File: config.mk
export PLATFORM = sky130hd
export DESIGN_NAME = tqe_ctrl
export DESIGN_NICKNAME = d
export VERILOG_FILES = /design/src/sv/tqe_pkg.sv /design/src/sv/tqe_ctrl.sv
export SDC_FILE = /design/constraint.sdc
export NUM_CORES = 1
export LEC_CHECK = 0
export ABC_AREA = 1
export BUFFER_PORTS_ARGS = -buffer_cell sky130_fd_sc_hd__buf_2
export CAP_MARGIN = 25
export CELL_PAD_IN_SITES_DETAIL_PLACEMENT = 1
export CELL_PAD_IN_SITES_GLOBAL_PLACEMENT = 1
export CORE_AREA = 2 2 39 41
export DETAILED_ROUTE_END_ITERATION = 6
export DIE_AREA = 0 0 41 43
export PLACE_DENSITY_LB_ADDON = 0.3
export SLEW_MARGIN = 0
export SYNTH_ARGS = -nofsm -noshare
export SYNTH_HDL_FRONTEND = slang
export SYNTH_SLANG_ARGS = --single-unit
export TNS_END_PERCENT = 10
File: constraint.sdc
create_clock -name clk -period 1.41 [get_ports clk]
set_clock_uncertainty 0.1 [all_clocks]
set_input_delay 0.282 -clock clk [delete_from_list [all_inputs] [get_ports clk]]
set_output_delay 0.282 -clock clk [all_outputs]
set_load 0.02 [all_outputs]
File: src/sv/tqe_pkg.sv
package tqe_pkg;

	// Default size of the timer bank, and the number of timers that a 5-bit id can reach.
	localparam int unsigned TIMERS_DEFAULT = 32;
	localparam int unsigned ID_REACH = 32;

	// Expiries reported by one tick at most.
	localparam logic [5:0] MAX_EXPIRIES = 6'd63;

	typedef enum logic [2:0] {
		CMD_CREATE    = 3'd0,
		CMD_SET_IVL   = 3'd1,
		CMD_SET_DEF   = 3'd2,
		CMD_SET_AT    = 3'd3,
		CMD_RUN_CATCH = 3'd4,
		CMD_FOREVER   = 3'd5,
		CMD_RESET     = 3'd6,
		CMD_TICK      = 3'd7
	} command_t;

	typedef enum logic [1:0] {
		KIND_STATUS  = 2'd0,
		KIND_EXPIRY  = 2'd1,
		KIND_SUMMARY = 2'd2
	} kind_t;

	localparam logic [1:0] MODE_ONESHOT = 2'd0;
	localparam logic [1:0] MODE_CATCHUP = 2'd1;
	localparam logic [1:0] MODE_FOREVER = 2'd2;

	// Commands from the controller to the datapath.
	typedef struct packed {
		logic take;
		logic load;
		logic exec_cmd;
		logic scan_clr;
		logic scan_step;
		logic emit_step;
		logic end_step;
		logic emit_summ;
		logic sel_id;
		logic sel_scan;
	} ctl_t;

	// Status from the datapath to the controller.
	typedef struct packed {
		logic in_valid;
		logic is_tick;
		logic scan_last;
		logic found;
		logic n_full;
		logic step_emit;
		logic out_free;
	} sts_t;

endpackage

File: src/sv/tqe_ctrl.sv
module tqe_ctrl (
	input  logic          clk,
	input  logic          arst_n,
	input  tqe_pkg::sts_t sts,
	output tqe_pkg::ctl_t ctl
);

	typedef enum logic [2:0] {
		ST_IDLE,
		ST_CMD,
		ST_SCAN,
		ST_DECIDE,
		ST_STEP,
		ST_SUMM
	} state_t;

	state_t state_q;
	state_t state_nx;

	// Decode of the current state and status into datapath commands and the next state.
	always_comb begin
		ctl = '0;
		state_nx = state_q;
		case (state_q)
			ST_IDLE: begin
				ctl.take = 1'b1;
				if (sts.in_valid) begin
					ctl.load = 1'b1;
					if (sts.is_tick) begin
						ctl.scan_clr = 1'b1;
						state_nx = ST_SCAN;
					end else begin
						state_nx = ST_CMD;
					end
				end
			end
			ST_CMD: begin
				ctl.sel_id = 1'b1;
				if (sts.out_free) begin
					ctl.exec_cmd = 1'b1;
					state_nx = ST_IDLE;
				end
			end
			ST_SCAN: begin
				ctl.sel_scan = 1'b1;
				ctl.scan_step = 1'b1;
				if (sts.scan_last) begin
					state_nx = ST_DECIDE;
				end
			end
			ST_DECIDE: begin
				state_nx = (sts.found && !sts.n_full) ? ST_STEP : ST_SUMM;
			end
			ST_STEP: begin
				if (sts.step_emit) begin
					if (sts.out_free) begin
						ctl.emit_step = 1'b1;
					end
				end else begin
					ctl.end_step = 1'b1;
					ctl.scan_clr = 1'b1;
					state_nx = ST_SCAN;
				end
			end
			ST_SUMM: begin
				if (sts.out_free) begin
					ctl.emit_summ = 1'b1;
					state_nx = ST_IDLE;
				end
			end
			default: begin
				state_nx = ST_IDLE;
			end
		endcase
	end

	// State register.
	always_ff @(posedge clk or negedge arst_n) begin
		if (!arst_n) begin
			state_q <= ST_IDLE;
		end else begin
			state_q <= state_nx;
		end
	end

endmodule

# Word level (Yosys, flattened, before mapping)
# Cells that the tools add are included.
[totals]
reg_bits = 3
latch_bits = 0
ram_bits = 0
mem_bits_ro = 0
mem_count = 0
[op_classes]
addsub = 0
multipliers = 0
n_div = 0
magnitude_cmp = 0
n_eq_ne = 9
shifts = 0
n_mux = 20
bitwise = 0
n_reduce_logical = 5
[op_table]
columns = ["operator", "count"]
rows = [
  ["case mux 3 bit (5 select lines)", 1],
  ["two-way mux 3 bit", 4],
  ["two-way mux 1 bit", 11],
  ["== test 3 x 2 -> 1 bit, second input constant", 2],
  ["== test 3 bit, second input constant", 2],
  ["two-way mux 2 bit", 3],
  ["!= test 2 bit, second input constant", 3],
  ["AND reduction 4 bit", 1],
  ["== test 3 x 1 -> 1 bit, second input constant", 1],
  ["zero test 3 bit", 1],
  ["!= test 2 x 1 -> 1 bit, second input constant", 1],
  ["case mux 1 bit (2 select lines)", 1],
  ["OR reduction 2 bit", 1],
  ["logical AND 1 bit", 1],
  ["zero test 1 bit", 1],
]

# Longest topological paths before layout
[logic_depth]
depth_word = 4
depth_mapped = 6
mapped_depth_nobuf = 6

# Least setup slack after synthesis
# OpenSTA, ideal clock, no wires.
[synth_timing]
kind = "reg2out"
from = "reg state_q[0]"
to = "out ctl[6] (netlist name)"
arrival_ns = 1.094
setup_slack_ns = -0.066
path_stages_with_launch = 4
n_path_buf = 0
path_cell_list = "dfrtp_1 > nor2_4 > nand2_1 > o22ai_1"
[synth_lines]
columns = ["item", "line", "rtl"]
rows = [
  ["start, declared", "tqe_ctrl.sv:17", "state_t state_q;"],
  ["start signal, assigned", "tqe_ctrl.sv:82", "state_q <= state_nx;"],
  ["end, declared", "tqe_ctrl.sv:5", "output tqe_pkg::ctl_t ctl"],
]

==> results.ini <==
[finish]
nFillCells=179
fin_area_um2=581
largest_register_ffs=3
top_register=state_q
top_regs=state_q (3)
drive_gt1_share_pct=64.5
fin_nets=86
syn_to_final_growth_pct=81.3
diodes=0

[power]
comb_power_share_pct=74.4
internal_power_mw=0.657
powerDensity_nw_per_um2=2280
power_mw=1.33
swShare_pct=50.5
ir_drop_uv=703
p_leak_nw=0.327
clockPowerShare_pct=11.2
power.net_switching_mw=0.670
seqPwrFrac_pct=14.3

[clock_network]
tritoncts=done
cts_root_buf=clkbuf_4
cts_buffers=3
clock_sinks=3
clk_pin_slew_ns=0.04
clk_latency_ns=0.23
htree_levels=1
cts_buffer_depth=2

[timing]
fmax_mhz=619
finalCriticalPeriod_ns=1.61
finalSetupTns_ns=-1.26
slew_headroom_pct=87.1
rsz0062_at_grt=true
slew_violations=0
tightestPinTransition_ns=0.193
finalHoldViolCount=0
setup_violations=10
fin_ws_ns=-0.205
period_share_pct=115

[synth]
syn_inst=49
synth_ff_type=dfrtp_1
yosys_warnings=0
synth_edf_count=0
seq_area_frac_synth_pct=23.4
yosys_register_bits=3
synth.most_common_cell=nand2_1
synth_commonest_cells=nand2_1, inv_1, nand3_1
synth_nets=58
synthArstFlopShare_pct=100
syn_area_um2=320
synth_area_leaders=dfrtp_1, nand3_2, nand2_1, nand3_1, inv_1
synth.avg_cell_area_um2=6.54
synth_top_area_cell=dfrtp_1
synth_top_area_share_pct=23.4
yosysUniqueCellTypes=15

[critical_path]
r2r_slack_ns=0.08
r2r_cells=7
r2r_end=state_q[1]$_DFFE_PN0P_
cp-start-kind=flop
r2r_start=state_q[0]$_DFFE_PN0P_
worstPathArrival_ns=1.23
cp_max_fo=5
cp-end-kind=primary output
critPathKind=reg2out
worstPathRequired_ns=1.03

[placed_design]
dpl-instance-area_um2=452
pre_cts_ws_ns=0.00224
gp_congestion=0.738
io_buffers=18
dp_hpwl_um=750

[detailed_routing]
wirelength_um=997
vias=400
first_pass_iters=2
drt_iter0_drc=3
routed_via_density=4.35
route.detailed.drc=0
postRouteAntennaNets=0
wire_per_inst_um=10.8

[grt]
grt_max_degree=7
grt_pass1_vias=410
antenna_found_initial=0
gr-total-overflow=0
grt_use_total_pct=14.8
grt_pass1_wl_um=1750

[hold_path]
min_path_type=in2async

[run_status]
violations=setup timing
status=finished, violations left

[floorplanning]
pin_count=19
dieArea_um2=1760
rows=14
start_util_pct=23.1
die_w_um=41
die_h_um=43
core-area_um2=1380

[run]
drv_cap=0

[power by group through the flow]
stage               combinational, mW  clock, mW  sequential [mW]
detailed placement              0.756          0            0.181
finish                          0.987      0.149            0.190
global placement                0.754          0            0.180
CTS                             0.956      0.158            0.181
global route                     1.07      0.159            0.195
floorplan                       0.524          0            0.193
[metal layers]
metal / track usage, % / routed length [um] / up-vias / share of wire (%)
li1: - / - / 206 / -
met1: 18.7 / 404 / 188 / 41
met2: 23.1 / 565 / 6 / 57
met3: 0 / 27 / 0 / 2.7
met4: 10.0 / 0 / 0 / 0
met5: 0 / 0 / - / 0
[logic make-up after synthesis]
| group | count (synthesis) | synth area share, % |
|---|---|---|
| AO/OA/AOI/OAI | 3 | 7.03 |
| AND/OR/NAND/NOR | 31 | 54.3 |
| buffers and inverters | 12 | 15.2 |
| flip-flops | 3 | 23.4 |
[timing repair]
item,in CTS,in global routing
pin swaps,1,4
setup buffers,2,0
hold buffers,1,0
endpoints found under the setup margin,10,11
hold endpoints to repair,3,0
gates resized for setup,20,7
[critical path, cell delays in order, from the launching register on]
cell	delay, ns
dfrtp_1	0.41
nor2_4	0.21
nand2_2	0.10
o22ai_2	0.15
buf_6	0.14
[worst max-delay path by stage]
stage	start	to	slack (ns)
floorplan	state_q[1]$_DFFE_PN0P_	ctl[2]	-0.02
global placement	state_q[1]$_DFFE_PN0P_	ctl[6]	0.03
detailed placement	state_q[1]$_DFFE_PN0P_	ctl[6]	0.002
CTS	state_q[1]$_DFFE_PN0P_	ctl[6]	-0.22
global route	state_q[1]$_DFFE_PN0P_	ctl[6]	-0.26
finish	state_q[0]$_DFFE_PN0P_	ctl[6]	-0.20
[stage by stage]
stage	utilization [%]	instances	hold slack (ns)
6_report	42.0	92	0.269
2_1_floorplan	-	49	-0.114
5_1_grt	42.0	92	0.295
3_3_place_gp	32.6	85	-0.0200
3_5_place_dp	32.6	85	-0.0197
4_1_cts	40.6	92	0.270
[cells in the final DEF (no fill, tap or decap), drive strengths merged]
master / Yosys / final
dlygate4sd3: 0 / 1
o21ai: 1 / 1
nand3: 10 / 10
nor2: 8 / 8
o22ai: 1 / 1
nor3: 2 / 2
dfrtp: 3 / 3
clkbuf: 0 / 4
nand2: 11 / 11
inv: 11 / 11
o21bai: 1 / 1
buf: 1 / 23
[area by class of cell]
type	instances	area (um^2)	area share, %
timing repair buffer	24	179	30.8
multi-input combinational	34	230	39.7
inverter	11	48.8	8.41
clock buffer	4	26.3	4.53
tap	16	20.0	3.45
sequential	3	76.3	13.1
No activity file was read; power rests on OpenSTA's default activity.
